**config.mk**
```make
export PLATFORM = sky130hd
export DESIGN_NAME = timed_event_queue
export DESIGN_NICKNAME = d
export VERILOG_FILES = /design/src/rtl/teq_pkg.sv /design/src/rtl/teq_ram.sv /design/src/rtl/timed_event_queue.sv
export VERILOG_INCLUDE_DIRS = /design/src /design/src/rtl
export SDC_FILE = /design/constraint.sdc
export NUM_CORES = 1
export LEC_CHECK = 0
export BUFFER_PORTS_ARGS = -buffer_cell sky130_fd_sc_hd__buf_2
export CAP_MARGIN = 10
export CORE_ASPECT_RATIO = 1.4
export CORE_MARGIN = 2
export CORE_UTILIZATION = 45
export CTS_CLUSTER_DIAMETER = 60
export DETAILED_ROUTE_END_ITERATION = 16
export PLACE_DENSITY = 0.63
export SYNTH_ARGS = -nofsm -noshare
export SYNTH_HDL_FRONTEND = slang
export SYNTH_HIERARCHICAL = 1
export SYNTH_SLANG_ARGS = --single-unit
```
**constraint.sdc**
```tcl
create_clock -name clk -period 10.3 [get_ports clk]
set_input_delay 3.09 -clock clk [delete_from_list [all_inputs] [get_ports clk]]
set_output_delay 3.09 -clock clk [all_outputs]
set_load 0.02 [all_outputs]
```
**src/rtl/assert_macros.svh**
```systemverilog
// assertion macros used by timed_event_queue
// no dependencies; included by timed_event_queue, which carries concurrent assertions
`ifndef ASSERT_MACROS_SVH
`define ASSERT_MACROS_SVH

// property must hold at every rising edge outside reset
`define ASSERT_AT(label, clk, rst, prop, msg) \
  label: assert property (@(posedge clk) disable iff (rst) prop) \
    else $error(msg);

// condition must never be seen at a rising edge outside reset
`define ASSERT_NEVER(label, clk, rst, cond, msg) \
  label: assert property (@(posedge clk) disable iff (rst) !(cond)) \
    else $error(msg);

`endif

```
**src/rtl/teq_pkg.sv**
```systemverilog
// types and codes for the timed event queue
// no dependencies; imported by timed_event_queue
package teq_pkg;

  localparam int MODE_W   = 2;
  localparam int CODE_W   = 8;
  localparam int DATA_W   = 8;
  localparam int TICK_W   = 16;
  localparam int STATUS_W = 2;
  localparam int OCC_W    = 4;

  localparam logic [MODE_W-1:0] MODE_ADD     = 2'd0;
  localparam logic [MODE_W-1:0] MODE_CANCEL  = 2'd1;
  localparam logic [MODE_W-1:0] MODE_SERVICE = 2'd2;

  localparam logic [STATUS_W-1:0] STATUS_OK      = 2'd0;
  localparam logic [STATUS_W-1:0] STATUS_INVALID = 2'd1;
  localparam logic [STATUS_W-1:0] STATUS_FULL    = 2'd2;
  localparam logic [STATUS_W-1:0] STATUS_MISS    = 2'd3;

  typedef struct packed {
    logic [MODE_W-1:0] mode;
    logic [CODE_W-1:0] event_code;
    logic [DATA_W-1:0] event_data;
    logic [TICK_W-1:0] delay_ticks;
    logic              tick_due;
  } req_t;

  typedef struct packed {
    logic                fired;
    logic [CODE_W-1:0]   fired_event;
    logic [DATA_W-1:0]   fired_data;
    logic [STATUS_W-1:0] status;
    logic [OCC_W-1:0]    occupancy;
  } rsp_t;

  // one queue slot as held in the slot memory
  typedef struct packed {
    logic [CODE_W-1:0] event_code;
    logic [DATA_W-1:0] event_data;
    logic [TICK_W-1:0] countdown;
  } entry_t;

endpackage

```
**src/rtl/teq_ram.sv**
```systemverilog
// generic single write port, single read port ram with registered read
// no dependencies
module teq_ram #(
  parameter int WIDTH = 32,
  parameter int DEPTH = 8
) (
  input  logic                     clk,
  input  logic                     wr_en,
  input  logic [$clog2(DEPTH)-1:0] wr_addr,
  input  logic [WIDTH-1:0]         wr_data,
  input  logic [$clog2(DEPTH)-1:0] rd_addr,
  output logic [WIDTH-1:0]         rd_data
);

  logic [WIDTH-1:0] mem [DEPTH];

  always_ff @(posedge clk) begin
    if (wr_en) begin
      mem[wr_addr] <= wr_data;
    end
    rd_data <= mem[rd_addr];
  end

endmodule

```
**src/rtl/timed_event_queue.sv**
```systemverilog
// Timed event queue: compacted list of pending events with tick countdowns.
// Requests arrive on req (valid/ready): add or update, cancel, or a service
// pass that optionally ages every countdown and pops the first expired entry.
// Every request yields exactly one response on rsp (valid/ready) carrying
// fired flag, expired event and data, status and occupancy after the op.
// cfg_we/cfg_wdata write event_limit; codes at or above it are refused.
// Slots live in one ram that is walked one entry per cycle:
//   search     reads each entry in turn; add and cancel stop early on a hit
//   close gap  moves each later entry down one slot after a cancel or a pop
//   response   loads the output register
// The queue takes no new request until these steps are done, since the
// single ram read port serves them all. req_ready is high only while idle.
// The response sits in an output register; a new request is taken while it
// waits, but the next response is held back until rsp is taken.
// Reset (synchronous) empties the queue and sets event_limit to 255;
// slot contents are not cleared and are never read before being written.
// Depends on teq_pkg, teq_ram and assert_macros.svh.
`include "assert_macros.svh"

module timed_event_queue
  import teq_pkg::*;
#(
  parameter int QUEUE_DEPTH = 8
) (
  input  logic              clk,
  input  logic              rst,
  input  logic              req_valid,
  output logic              req_ready,
  input  req_t              req,
  output logic              rsp_valid,
  input  logic              rsp_ready,
  output rsp_t              rsp,
  input  logic              cfg_we,
  input  logic [CODE_W-1:0] cfg_wdata
);

  localparam int IDX_W = $clog2(QUEUE_DEPTH);
  localparam int CNT_W = $clog2(QUEUE_DEPTH + 1);
  localparam logic [CNT_W-1:0] DEPTH_CNT = CNT_W'(QUEUE_DEPTH);

  localparam logic [1:0] ST_IDLE  = 2'd0;
  localparam logic [1:0] ST_SCAN  = 2'd1;
  localparam logic [1:0] ST_SHIFT = 2'd2;
  localparam logic [1:0] ST_OUT   = 2'd3;

  logic [1:0]        state, state_next;
  logic [CODE_W-1:0] event_limit;
  logic [CNT_W-1:0]  entry_count, entry_count_next;
  req_t              op, op_next;
  rsp_t              res, res_next;
  logic [CNT_W-1:0]  rd_ptr, rd_ptr_next;
  logic              pend, pend_next;
  logic [IDX_W-1:0]  pend_idx, pend_idx_next;
  logic              found, found_next;
  logic [IDX_W-1:0]  pos, pos_next;

  logic              wr_en;
  logic [IDX_W-1:0]  wr_addr;
  entry_t            wr_data;
  logic [IDX_W-1:0]  rd_addr;
  entry_t            rd_data;
  logic [TICK_W-1:0] cd_new;
  logic              rsp_load;
  rsp_t              rsp_word;

  teq_ram #(
    .WIDTH($bits(entry_t)),
    .DEPTH(QUEUE_DEPTH)
  ) u_slots (
    .clk    (clk),
    .wr_en  (wr_en),
    .wr_addr(wr_addr),
    .wr_data(wr_data),
    .rd_addr(rd_addr),
    .rd_data(rd_data)
  );

  // countdown after an optional tick, saturating at zero
  assign cd_new = (op.tick_due && (rd_data.countdown != '0)) ?
                  rd_data.countdown - 1'b1 : rd_data.countdown;

  assign req_ready = (state == ST_IDLE);
  assign rsp_load  = (state == ST_OUT) && (!rsp_valid || rsp_ready);

  always_comb begin
    rsp_word           = res;
    rsp_word.occupancy = OCC_W'(entry_count);
  end

  always_comb begin
    state_next       = state;
    entry_count_next = entry_count;
    op_next          = op;
    res_next         = res;
    rd_ptr_next      = rd_ptr;
    pend_next        = pend;
    pend_idx_next    = pend_idx;
    found_next       = found;
    pos_next         = pos;
    wr_en            = 1'b0;
    wr_addr          = pend_idx;
    wr_data          = rd_data;
    rd_addr          = rd_ptr[IDX_W-1:0];

    unique case (state)
      ST_IDLE: begin
        if (req_valid) begin
          op_next     = req;
          res_next    = '0;
          rd_ptr_next = '0;
          pend_next   = 1'b0;
          found_next  = 1'b0;
          if ((req.mode == MODE_ADD || req.mode == MODE_CANCEL) &&
              req.event_code >= event_limit) begin
            res_next.status = STATUS_INVALID;
            state_next      = ST_OUT;
          end else if (req.mode == MODE_ADD || req.mode == MODE_CANCEL ||
                       req.mode == MODE_SERVICE) begin
            state_next = ST_SCAN;
          end else begin
            state_next = ST_OUT;
          end
        end
      end

      ST_SCAN: begin
        // issue one read per cycle, check the previous one
        if (rd_ptr < entry_count) begin
          pend_next     = 1'b1;
          pend_idx_next = rd_ptr[IDX_W-1:0];
          rd_ptr_next   = rd_ptr + 1'b1;
        end else begin
          pend_next = 1'b0;
        end

        if (pend) begin
          if (op.mode == MODE_SERVICE) begin
            wr_en             = op.tick_due;
            wr_data.countdown = cd_new;
            if (cd_new == '0 && !found) begin
              found_next           = 1'b1;
              pos_next             = pend_idx;
              res_next.fired       = 1'b1;
              res_next.fired_event = rd_data.event_code;
              res_next.fired_data  = rd_data.event_data;
            end
          end else if (rd_data.event_code == op.event_code) begin
            pend_next = 1'b0;
            if (op.mode == MODE_ADD) begin
              wr_en              = 1'b1;
              wr_data.event_code = op.event_code;
              wr_data.event_data = op.event_data;
              wr_data.countdown  = op.delay_ticks;
              state_next         = ST_OUT;
            end else begin
              rd_ptr_next = CNT_W'(pend_idx) + 1'b1;
              state_next  = ST_SHIFT;
            end
          end
        end else if (rd_ptr >= entry_count) begin
          // search finished: no hit for add or cancel, or the end of a service pass
          priority if (op.mode == MODE_ADD) begin
            if (entry_count < DEPTH_CNT) begin
              wr_en              = 1'b1;
              wr_addr            = entry_count[IDX_W-1:0];
              wr_data.event_code = op.event_code;
              wr_data.event_data = op.event_data;
              wr_data.countdown  = op.delay_ticks;
              entry_count_next   = entry_count + 1'b1;
            end else begin
              res_next.status = STATUS_FULL;
            end
            state_next = ST_OUT;
          end else if (op.mode == MODE_CANCEL) begin
            res_next.status = STATUS_MISS;
            state_next      = ST_OUT;
          end else if (found) begin
            rd_ptr_next = CNT_W'(pos) + 1'b1;
            state_next  = ST_SHIFT;
          end else begin
            state_next = ST_OUT;
          end
        end
      end

      ST_SHIFT: begin
        // move each later entry down one slot
        wr_en = pend;
        if (rd_ptr < entry_count) begin
          pend_next     = 1'b1;
          pend_idx_next = IDX_W'(rd_ptr - 1'b1);
          rd_ptr_next   = rd_ptr + 1'b1;
        end else begin
          pend_next = 1'b0;
          if (!pend) begin
            entry_count_next = entry_count - 1'b1;
            state_next       = ST_OUT;
          end
        end
      end

      ST_OUT: begin
        if (rsp_load) begin
          state_next = ST_IDLE;
        end
      end
    endcase
  end

  always_ff @(posedge clk) begin
    if (rst) begin
      state       <= ST_IDLE;
      entry_count <= '0;
      event_limit <= 8'hFF;
      pend        <= 1'b0;
      found       <= 1'b0;
      rsp_valid   <= 1'b0;
    end else begin
      state       <= state_next;
      entry_count <= entry_count_next;
      pend        <= pend_next;
      found       <= found_next;
      if (cfg_we) begin
        event_limit <= cfg_wdata;
      end
      if (rsp_load) begin
        rsp_valid <= 1'b1;
      end else if (rsp_ready) begin
        rsp_valid <= 1'b0;
      end
    end
  end

  always_ff @(posedge clk) begin
    op       <= op_next;
    res      <= res_next;
    rd_ptr   <= rd_ptr_next;
    pend_idx <= pend_idx_next;
    pos      <= pos_next;
    if (rsp_load) begin
      rsp <= rsp_word;
    end
  end

  `ASSERT_AT(a_busy_after_transfer, clk, rst, req_valid && req_ready |=> state != ST_IDLE, "request transfer did not start an operation")
  `ASSERT_NEVER(a_shift_on_empty, clk, rst, state == ST_SHIFT && entry_count == '0, "gap closing with an empty queue")
  `ASSERT_AT(a_count_step, clk, rst, !$past(rst) && entry_count != $past(entry_count) |-> entry_count == $past(entry_count) + 1'b1 || entry_count == $past(entry_count) - 1'b1, "entry count moved by more than one")
  `ASSERT_NEVER(a_count_bound, clk, rst, entry_count > DEPTH_CNT, "entry count above queue depth")

endmodule
```
# [Yosys cells after proc, flatten, opt, wreduce, memory -nomap -nowiden]
# Memories as Yosys holds them, arrays and structs flattened. A register that Yosys moved wholly into a read port is not among the register bits.
# Cells that the tools add are included.
[totals] ramBits=256 wordCells=171 inputBits=48 ff_bits=104 output_inout_bits=25 memories=1
[op_classes] n_eq_ne=26 muxes=84 n_lt_le_gt_ge=4 reduce_logical=26 n_addsub=7
[mem_list] memory="u_slots.mem" depth=8 word_bits=32 rd=1 rd_clocked_by_memory_dff=1 wr=1 line="teq_ram.sv:15" source="logic [WIDTH-1:0] mem [DEPTH];"
[ops] operator="two-way mux 32 bit" count=7
[ops] operator="two-way mux 4 bit" count=16
[ops] operator="two-way mux 17 bit" count=3
[ops] operator="two-way mux 16 bit" count=3
[ops] operator="case mux 19 bit (2 select lines)" count=1
[ops] operator="two-way mux 2 bit" count=17
[ops] operator="!= test 2 bit (second input constant)" count=13
[ops] operator="two-way mux 23 bit" count=1
[ops] operator="two-way mux 1 bit" count=22
[ops] operator="two-way mux 3 bit" count=7
[ops] operator="zero test 16 bit" count=1
[ops] operator="nonzero test 16 bit" count=1
[ops] operator="subtractor 16 x 1 -> 16 bit (second input constant)" count=1
[ops] operator="!= test 3 bit (second input constant)" count=5
[ops] operator="AND reduction 7 bit" count=2
[ops] operator="case mux 4 bit (3 select lines)" count=1
[ops] operator="adder 3 x 1 -> 4 bit (second input constant)" count=2
[ops] operator="adder 4 x 1 -> 4 bit (second input constant)" count=2
[ops] operator="== test 2 bit (second input constant)" count=4
[ops] operator="== test 8 bit" count=1
[ops] operator=">= comparator 8 bit" count=1
[ops] operator="case mux 2 bit (4 select lines)" count=1
[ops] operator="case mux 4 bit (2 select lines)" count=1
[ops] operator="== test 2 x 1 -> 1 bit (second input constant)" count=3
[ops] operator="other kinds (19)" count=31

# [Longest topological paths before layout]
# Gate-level depths: netlist of the first run.
[logic_depth] ltp_word=9 ltp_mapped=12 mapped_depth_nobuf=11

# [Cells and area by module]
# The synthesis of the first run kept the hierarchy.
[modules_own_cells] mod="teq_ram" area_each_um2=10466.3 n_inst=1 seq_area_each_um2=8328.0 cells_each=415
[modules_own_cells] mod="timed_event_queue" area_each_um2=5838.1 n_inst=1 seq_area_each_um2=2952.8 cells_each=546

# [Least setup slack after synthesis of the first run]
# No wires, ideal clock.
[synth_path] path_type="register to register" startpoint="register rd_ptr[0]" endpoint="memory u_slots.mem[0][0], enable pin" required_ps=9839 path_slack_ps=5476 t_arrival_ps=4363 path_stages_with_launch=11 synth_period_minus_slack_ps=4824 setup_ps=461 path_buffers=0 cell_sequence="edfxtp_1 > inv_1 > ha_1 > nand2b_1 > a21o_1 > a21o_1 > a21o_1 > and3_1 > mux2_2 > nand2b_1 > nor3_1"
[synth_via] word_cells_on_any_way=9 classes_between="order compare (1); mux (8)"
[synth_rtl] item="from (decl)" line="timed_event_queue.sv:51" source="logic [CNT_W-1:0] rd_ptr, rd_ptr_next;"
[synth_rtl] item="from (signal assigned)" line="timed_event_queue.sv:237" source="rd_ptr <= rd_ptr_next;"
[synth_rtl] item=">= comparator 4 bit" line="timed_event_queue.sv:160" source="end else if (rd_ptr >= entry_count) begin"
[synth_rtl] item="two-way mux 3 bit" line="timed_event_queue.sv:160"
[synth_rtl] item="two-way mux 3 bit" line="timed_event_queue.sv:136" source="if (pend) begin"
[synth_rtl] item="two-way mux 3 bit" line="timed_event_queue.sv:105" source="unique case (state)"
[synth_rtl] item="named net wr_addr[2]" line="timed_event_queue.sv:58" source="logic [IDX_W-1:0] wr_addr;"
[synth_rtl] item="to (decl)" line="teq_ram.sv:15"
# The timed path passes the listed nets, and every way through them passes these cells.

# [Worst setup path after layout of the first run]
[layout_path] startpoint="register state[0]" endpoint="output port req_ready"
[layout_via] elab_chain_cells=1
[layout_lines] item="from (decl)" line="timed_event_queue.sv:46" source="logic [1:0] state, state_next;"
[layout_lines] item="from (signal assigned)" line="timed_event_queue.sv:219" source="state <= state_next;"
[layout_lines] item="zero test 2 bit" line="timed_event_queue.sv:82" source="assign req_ready = (state == ST_IDLE);"
[layout_lines] item="to (decl)" line="timed_event_queue.sv:28" source="output logic req_ready,"
# No other way between the ends.

==> results of run 1 <==
[stage by stage]
stage / util [%] / hold WS (ps) / power [W] / instance area (um^2) / setup WS [ps]
final: 51.4 / 419 / 0.00512 / 18400 / 5610
after global routing: 51.4 / 424 / 0.00539 / 18400 / 5500
after CTS: 51.4 / 419 / 0.00517 / 18400 / 5590
after detailed placement: 48.0 / 405 / 0.00380 / 17200 / 5430
after global placement: 48.0 / 403 / 0.00378 / 17200 / 5450
after floorplan: - / 400 / 0.00340 / 16300 / 5480
[worst max-delay path, cell delays in order (launching register included)]
cell	delay, ps
dfxtp_1	350
inv_1	130
ha_1	360
buf_2	230
[layer usage]
layer | up-vias | share of wire (%)
met1 | 4499 | 42
li1 | 4022 | -
met4 | 0 | 2.4
met2 | 243 | 50
met3 | 53 | 4.9
met5 | - | 0
[kinds of logic (layout without fill, tap and decap cells)]
| family | Yosys count | count (layout) |
|---|---|---|
| AOI/OAI and AO/OA | 139 | 139 |
| DFF | 392 | 392 |
| muxes | 118 | 118 |
| and+or+nand+nor | 191 | 191 |
| adders and majority gates | 25 | 25 |
| xor gates and xnor gates | 18 | 18 |
| buffers and inverters | 78 | 192 |
[Yosys cell counts, types with 5 or more instances]
| cell | n | area, um^2 |
|---|---|---|
| a211oi_1 | 6 | 45.0 |
| a21o_1 | 10 | 75.1 |
| a21oi_1 | 32 | 160 |
| a22o_1 | 6 | 52.6 |
| a31oi_1 | 10 | 62.6 |
| and2_1 | 23 | 144 |
| buf_2 | 10 | 50.1 |
| buf_6 | 8 | 90.1 |
| clkbuf_1 | 21 | 78.8 |
| dfxtp_1 | 49 | 981 |
| edfxtp_1 | 343 | 10300 |
| ha_1 | 24 | 300 |
| inv_1 | 34 | 128 |
| mux2_2 | 51 | 574 |
| mux4_1 | 40 | 1050 |
| mux4_2 | 24 | 541 |
| nand2_1 | 37 | 139 |
| nand2b_1 | 7 | 43.8 |
| nand3_1 | 25 | 125 |
| nand4_1 | 7 | 43.8 |
| nor2_1 | 29 | 109 |
| nor2b_1 | 6 | 37.5 |
| nor3_1 | 14 | 70.1 |
| nor4_1 | 7 | 43.8 |
| o211ai_1 | 11 | 82.6 |
| o21ai_0 | 25 | 125 |
| o2bb2ai_1 | 5 | 43.8 |
| or3_1 | 6 | 37.5 |
| xnor2_1 | 9 | 78.8 |
| xor2_1 | 9 | 78.8 |
[final cells by class]
class                   instances  share of cell area, %
flip-flops and latches        392                   61.3
multi-input cells             491                   25.7
clock buffers                  47                   5.46
well taps                     462                   3.14
repair buffers                 88                   2.61
clock inverters                22                   1.14
inverters                      35                  0.714
[state kept, by name (all words and copies together), names as in the netlist]
register	flops
pend_idx	3
event_limit	8
rsp_valid	1
pend	1
u_slots/rd_data	32
rsp	23
res	19
u_slots/mem	256
op	35
rd_ptr	4
pos	3
state	2
entry_count	4
found	1
[layout by cell type (no fill, tap or decap), drive strengths merged, types with 6 or more instances in the layout]
cell type	synthesis	final
xor2	9	9
nor3	15	15
xnor2	9	9
nand2	39	39
nand4	7	7
nand2b	7	7
o21ai	25	25
a31oi	10	10
clkbuf	21	47
clkinv	1	13
a211oi	6	6
or3	6	6
mux4	64	64
and2	23	23
a21oi	32	32
a22o	6	6
dfxtp	49	49
nand3	25	25
o211ai	11	11
nor4	7	7
mux2	51	51
buf	22	88
inv	34	38
or4	7	7
ha	24	24
a21o	10	10
nor2b	6	6
edfxtp	343	343
nor2	29	29
[power breakdown]
group          switching [W]  internal, W  total (W)
Sequential          0.000148      0.00217    0.00232
Combinational       0.000882     0.000562    0.00144
Clock               0.000581     0.000775    0.00136
Total                0.00161      0.00351    0.00512
[final timing paths]
| check | end | slack, ps | depth (start not counted) |
|---|---|---|---|
| max | req_ready | 5610 | 3 |
| min | rsp[9] | 420 | 0 |
| max reg2reg | u_slots/mem[0][26] | 6020 | 10 |
| min reg2reg | rsp[9] | 420 | 0 |
==> flow_summary.json, run 1 <==
{
  "vias": 8817,
  "syn-num-nets": 1034,
  "dr.pass1.iters": 5,
  "cts_buffer_depth": 3,
  "min_period_over_period_pct": 45.6,
  "start_util_pct": 45.5,
  "ios": 73,
  "htree_levels": 2,
  "grtUsageMet3_pct": 3.01,
  "clk_latency_ps": 540,
  "gr-usage-met1_pct": 23.4,
  "tritoncts": "built",
  "hold_viol_final": 0,
  "yosys.area_share.adder_pct": 1.96,
  "dp.cells": 1468,
  "synthArstFlopShare_pct": 0,
  "period_minus_slack_ps": 4690,
  "grt_max_degree": 69,
  "drive_above_1_share_pct": 22.8,
  "antenna_found_initial": 0,
  "synth_top_family_by_area": "multiplexers",
  "crit_path_start_kind": "register",
  "fmax_ghz": 0.213,
  "rsz0062_at_grt": "false",
  "nNetsFinal": 1119,
  "tns_ps": 0,
  "total_leakage_power_nw": 6.19,
  "vdd_drop_max_v": 0.000149,
  "via_per_inst": 5.74,
  "cts_buffers": 38,
  "syn2layout_area_growth_pct": 12.9,
  "seqCellArea_mm2": 0.0113,
  "dieArea_mm2": 0.0378,
  "critPathMaxFanout": 9,
  "syn_inst": 961,
  "wl_per_cell_um": 21.7,
  "setup_viol_count_final": 0,
  "powerDensity_mw_per_mm2": 278,
  "first_global_vias": 9006,
  "use_met2_pct": 30.5,
  "cts.root.buffer_cell": "clkbuf_16",
  "drv_slew": 0,
  "skew_ps": 12.8,
  "maxCapViolCount": 0,
  "r2r-start": "state[1]",
  "finalWirelength_um": 33300,
  "synthDistinctLibCells": 65,
  "ant_nets": 0,
  "synth_ff_type": "edfxtp_1",
  "grt_overflow": 0,
  "drc_errors": 0,
  "muxShareOfSynthArea_pct": 13.5,
  "grt_usage_pct": 17.9,
  "synth_edf_count": 343,
  "post_cts_resized": 0,
  "hpwl_um": 19200,
  "die_w_um": 165,
  "layoutNonFillerInstCount": 1537,
  "clock-sinks": 392,
  "die_h_um": 229,
  "path_class": "reg -> out",
  "tightest_slew_ps": 1130,
  "cts_hold_buffers": 0,
  "grt_pass1_wl_um": 51300,
  "multi_input_area_mm2": 0.00473,
  "fill_cells": 2894,
  "cp.arrival_ps": 1600,
  "relSlewSlack_pct": 23.6,
  "holdCritStartpoint": "res[9]",
  "status": "finished clean",
  "clkTransAtPathRegs_ps": 60,
  "yosysSeqAreaShare_pct": 69.2,
  "avgSynthCellArea_um2": 17.0,
  "synth-simple-area-share_pct": 6.36,
  "critPathLaunch": "state[0]",
  "min_path_type": "reg -> reg",
  "n_antenna_cell": 0,
  "yosys_warnings": 6,
  "synth-xor-area-share_pct": 0.967,
  "drt-initial-drc-count": 806,
  "synth-compound-area-share_pct": 5.81,
  "synth_area_mm2": 0.0163,
  "ys_ff_latch": 392,
  "endpoint_kind": "primary output",
  "critPathRequiredTime_ps": 7210,
  "core_area_mm2": 0.0358,
  "gp_congestion": 0.877,
  "cts_setup_buffers": 0,
  "port_buffers": 72,
  "rows": 82,
  "grt-busiest-layer": "met2"
}
Note: power is estimated with default switching activity, not from simulation.
==> run 2, diff against run 1 <==
- ABC_AREA: unset -> 1
- clock period: 10.3 -> 4.62 ns (I/O delays scaled with it)
==> flow_summary.json, run 2 <==
{
  "status": "finished clean",
  "relSlewSlack_pct": 24.4,
  "period_minus_slack_ps": 3550,
  "post_cts_resized": 0,
  "vdd_drop_max_v": 0.000394,
  "cts_buffers": 41,
  "cp_slowest_cell": "buf_4",
  "tritoncts": "built",
  "first_global_vias": 12500,
  "synthTopCellsByCount": "nand2_1 (613), inv_1 (353), edfxtp_1 (343)",
  "n_antenna_cell": 0,
  "gp_congestion": 0.939,
  "synth.top_cell.area_share_pct": 56.9,
  "critPathRequiredTime_ps": 4790,
  "cts_hold_buffers": 0,
  "antenna_found_initial": 0,
  "rows": 87,
  "port_buffers": 72,
  "grt_overflow": 0,
  "fmax_ghz": 0.281,
  "powerDensity_mw_per_mm2": 633,
  "clkTransAtPathRegs_ps": 60,
  "die_w_um": 174,
  "largest_register_ffs": 256,
  "critPathMaxFanout": 32,
  "rsz0062_at_grt": "false",
  "grt_pass1_wl_um": 66800,
  "crit_chain": "nor2_2 > inv_1 > nor2_1 > nand2_1 > nor2_1 > buf_4 > nand2_1 > o21ai_0 > nand2_1 > nor2_4 > buf_4",
  "crit_path_start_kind": "register",
  "hpwl_um": 27200,
  "die_h_um": 241,
  "drive_above_1_share_pct": 10.7,
  "total_leakage_power_nw": 9.13,
  "finalInstanceArea_mm2": 0.0203,
  "clock-sinks": 392,
  "skew_ps": 15.9,
  "drt-initial-drc-count": 1124,
  "crit_family": "simple AND/OR/NAND/NOR gates",
  "core_area_mm2": 0.0399,
  "drc_errors": 0,
  "nNetsFinal": 2060,
  "largest-register": "u_slots/mem",
  "dr.pass1.iters": 5,
  "grt_usage_pct": 20.5,
  "ys_ff_latch": 392,
  "cts_setup_buffers": 0,
  "ios": 73,
  "finalWirelength_um": 43100,
  "synthDistinctLibCells": 40,
  "min_period_over_period_pct": 76.9,
  "path_class": "reg -> reg",
  "synth_area_leaders": "edfxtp_1 (57%), nand2_1 (13%), inv_1 (7.3%)",
  "tightest_slew_ps": 1130,
  "avgSynthCellArea_um2": 9.44,
  "cts_buffer_depth": 3,
  "netlist.top_cell.by_area": "edfxtp_1",
  "reg.largest.list": "u_slots/mem: 256 flops, op: 35 flops, u_slots/rd_data: 32 flops",
  "syn-num-nets": 1991,
  "clk_latency_ps": 540,
  "start_util_pct": 45.3,
  "dieArea_mm2": 0.0419,
  "htree_levels": 2,
  "wl_per_cell_um": 16.9,
  "syn_inst": 1918,
  "cpPeakStageDelay_ps": 470,
  "tns_ps": 0,
  "yosysSeqAreaShare_pct": 62.3,
  "final_cell_mix": "nand2_1 (613), inv_1 (353), edfxtp_1 (343)",
  "ant_nets": 0,
  "cp.arrival_ps": 3720,
  "setup_viol_count_final": 0,
  "drv_slew": 0,
  "synth_area_mm2": 0.0181,
  "syn2layout_area_growth_pct": 12.2,
  "synth_ff_type": "edfxtp_1",
  "critPathBufInv": 3,
  "cts.root.buffer_cell": "clkbuf_16",
  "maxCapViolCount": 0,
  "yosysMostFrequentCell": "nand2_1",
  "synth_edf_count": 343,
  "min_path_type": "reg -> reg",
  "hold_viol_final": 0,
  "vias": 12800,
  "endpoint_kind": "register",
  "yosys_warnings": 6,
  "grt_max_degree": 101,
  "synthArstFlopShare_pct": 0,
  "layout_commonest_cell": "nand2_1",
  "cpMostUsedCell": "nand2_1",
  "dpl_cell_area_mm2": 0.0190,
  "fill_cells": 3603,
  "via_per_inst": 5.01
}
==> run 2: final timing paths <==
path / from / end / slack, ps / cells after the start
setup / recovery: op[33] / u_slots/mem[2][18] / 1070 / 11
hold / removal: res[15] / rsp[15] / 420 / 0
setup reg to reg: op[33] / u_slots/mem[2][18] / 1070 / 11
hold reg to reg: res[15] / rsp[15] / 420 / 0
==> run 2: where the power goes <==
part	internal, W	switching, W
clock network	0.00188	0.00135
registers	0.00491	0.000391
logic	0.00115	0.00318
==> run 2: metrics by stage <==
step           setup slack (ps)  util (%)  instances  power, W  hold WS, ps
4_1_cts                    1120      50.9       2553    0.0129          422
3_5_place_dp               1170      47.6       2478   0.00967          407
2_1_floorplan               718         -       1918   0.00829          400
6_report                   1070      50.9       2553    0.0129          418
5_1_grt                     815      50.9       2553    0.0137          425
3_3_place_gp               1140      47.6       2478   0.00960          403
==> run 2: final cells by class <==
type | instances | area (um^2) | share of cell area, %
clock buffers | 59 | 1160 | 5.72
clock inverters | 16 | 161 | 0.794
inverters | 362 | 1360 | 6.69
multi-input cells | 1092 | 5110 | 25.1
flip-flops and latches | 392 | 11300 | 55.5
well taps | 534 | 668 | 3.29
repair buffers | 98 | 581 | 2.86
==> run 2: per-layer routing <==
| layer | part of all wire, % | GRT usage [%] | up-vias |
|---|---|---|---|
| li1 | - | - | 6259 |
| met1 | 42 | 25.7 | 6085 |
| met2 | 50 | 36.1 | 349 |
| met3 | 5.0 | 2.76 | 96 |
| met4 | 3.2 | 8.01 | 0 |
| met5 | 0 | 0 | - |
==> run 2: logic make-up (layout without fill, tap and decap cells) <==
kind of cell	Yosys count	count (layout)	synth area share, %
xor gates and xnor gates	14	14	0.677
AOI/OAI and AO/OA	133	133	4.33
buffers and inverters	434	535	9.87
DFF	392	392	62.3
and+or+nand+nor	920	920	21.1
adders and majority gates	25	25	1.77
==> run 2: worst register-to-register path, cell delays in order, from the launching register on <==
cell	delay, ps
edfxtp_1	450
nor2_2	420
inv_1	240
nor2_1	260
nand2_1	120
nor2_1	100
buf_4	190
nand2_1	130
o21ai_0	380
nand2_1	230
nor2_4	150
buf_4	470
==> run 3, diff against run 2 <==
- clock period: 4.62 -> 3.5 ns (I/O delays scaled with it)
==> flow_summary.json, run 3 (synthesized netlist as in run 2, its figures left out) <==
{
  "status": "finished clean",
  "combPwrFrac_pct": 34.5,
  "relSlewSlack_pct": 27.0,
  "drive_above_1_share_pct": 11.7,
  "crit_chain": "inv_1 > ha_1 > inv_1 > nor2_1 > o21ai_0 > nand2_1 > inv_1 > nand2_1 > nand2_1 > nor2_1 > nand2_1 > o21ai_0 > nand2_1 > nor2_4 > buf_12",
  "grt_overflow": 0,
  "period_minus_slack_ps": 3250,
  "path_class": "reg -> reg",
  "ios": 73,
  "drt-initial-drc-count": 895,
  "start_util_pct": 45.3,
  "min_path_type": "reg -> reg",
  "cts_hold_buffers": 0,
  "min_period_over_period_pct": 92.9,
  "hpwl_um": 30000,
  "post-place-ws_ps": 145,
  "crit_family": "simple AND/OR/NAND/NOR gates",
  "powerDensity_mw_per_mm2": 849,
  "total_power_w": 0.0175,
  "finalWirelength_um": 45800,
  "skew_ps": 13.2,
  "largest_register_ffs": 256,
  "ant_nets": 0,
  "cpPeakStageDelay_ps": 460,
  "finalWorstSetupSlack_ps": 248,
  "vias": 12900,
  "tritoncts": "built",
  "cp.arrival_ps": 3480,
  "switching_power_w": 0.00670,
  "maxCapViolCount": 0,
  "cpMostUsedCell": "nand2_1",
  "cts_buffer_depth": 3,
  "reg.largest.list": "u_slots/mem: 256 flops, op: 35 flops, u_slots/rd_data: 32 flops",
  "clkTransAtPathRegs_ps": 60,
  "cts_buffers": 40,
  "critPathMaxFanout": 32,
  "via_per_inst": 5.02,
  "cts.root.buffer_cell": "clkbuf_16",
  "first_global_vias": 12600,
  "htree_levels": 2,
  "rsz0062_at_grt": "false",
  "crit_path_start_kind": "register",
  "sw_frac_of_total_pct": 38.2,
  "intPower_w": 0.0108,
  "critPathRequiredTime_ps": 3720,
  "grt_max_degree": 97,
  "clk_latency_ps": 540,
  "antenna_found_initial": 0,
  "die_w_um": 174,
  "wl_per_cell_um": 17.8,
  "n_antenna_cell": 0,
  "cp_slowest_cell": "o21ai_0",
  "setup_viol_count_final": 0,
  "drv_slew": 0,
  "fmax_ghz": 0.307,
  "critPathBufInv": 4,
  "clock-sinks": 392,
  "gp_congestion": 0.905,
  "vdd_drop_max_v": 0.000564,
  "drc_errors": 0,
  "port_buffers": 72,
  "hold_viol_final": 0,
  "grt_usage_pct": 21.8,
  "rows": 87,
  "largest-register": "u_slots/mem",
  "nNetsFinal": 2079,
  "die_h_um": 241,
  "grt_pass1_wl_um": 69800,
  "final_cell_mix": "nand2_1 (612), inv_1 (353), edfxtp_1 (343)",
  "dr.pass1.iters": 5,
  "syn2layout_area_growth_pct": 13.9,
  "pwr-share-clk_pct": 25.5,
  "total_leakage_power_nw": 9.29,
  "pwr-share-seq_pct": 39.9,
  "layout_commonest_cell": "nand2_1",
  "dieArea_mm2": 0.0419,
  "endpoint_kind": "register",
  "core_area_mm2": 0.0399,
  "tightest_slew_ps": 1100
}
==> run 3: cell type report <==
cell class | count | area [um^2]
fillers | 3631 | 19300
flip-flops and latches | 392 | 11300
multi-input cells | 1092 | 5120
inverters | 362 | 1360
clock buffers | 54 | 1160
repair buffers | 118 | 806
well taps | 534 | 668
clock inverters | 20 | 248
==> run 3: power groups by stage <==
stage	Clock [W]	Sequential (W)	Combinational, W
floorplan	0	0.00688	0.00407
global placement	0	0.00709	0.00590
detailed placement	0	0.00709	0.00601
CTS	0.00457	0.00700	0.00605
global route	0.00476	0.00705	0.00673
finish	0.00448	0.00700	0.00605
==> run 3: per-stage QoR <==
step | setup TNS [ps] | hold slack [ps] | instance area, um^2 | instances | utilization [%]
final | 0 | 418 | 20600 | 2572 | 51.7
after global routing | 0 | 430 | 20600 | 2572 | 51.7
after CTS | 0 | 418 | 20600 | 2570 | 51.6
after detailed placement | 0 | 405 | 19200 | 2496 | 48.1
after global placement | 0 | 408 | 19200 | 2496 | 48.1
after floorplan | -85980 | 400 | 18100 | 1918 | -
==> run 3: worst paths after layout <==
kind / from / to / depth (start not counted) / slack [ps]
setup / recovery: entry_count[1] / u_slots/mem[2][0] / 15 / 250
hold / removal: res[9] / rsp[9] / 0 / 420
setup reg to reg: entry_count[1] / u_slots/mem[2][0] / 15 / 250
hold reg to reg: res[9] / rsp[9] / 0 / 420
==> run 3: metal layers <==
| metal | share of wire (%) | track usage (%) | vias to the layer above |
|---|---|---|---|
| met5 | 0 | 0 | - |
| met4 | 3.7 | 9.35 | 0 |
| met3 | 4.5 | 2.75 | 105 |
| met2 | 53 | 41.0 | 341 |
| met1 | 39 | 24.9 | 6156 |
| li1 | - | - | 6299 |
==> run 3: what timing repair did <==
action | 4_1_cts | 5_1_grt
endpoints found under the setup margin | 0 | 24
setup buffers | 0 | 2
resized for setup | 0 | 2
hold endpoints to repair | 0 | 0
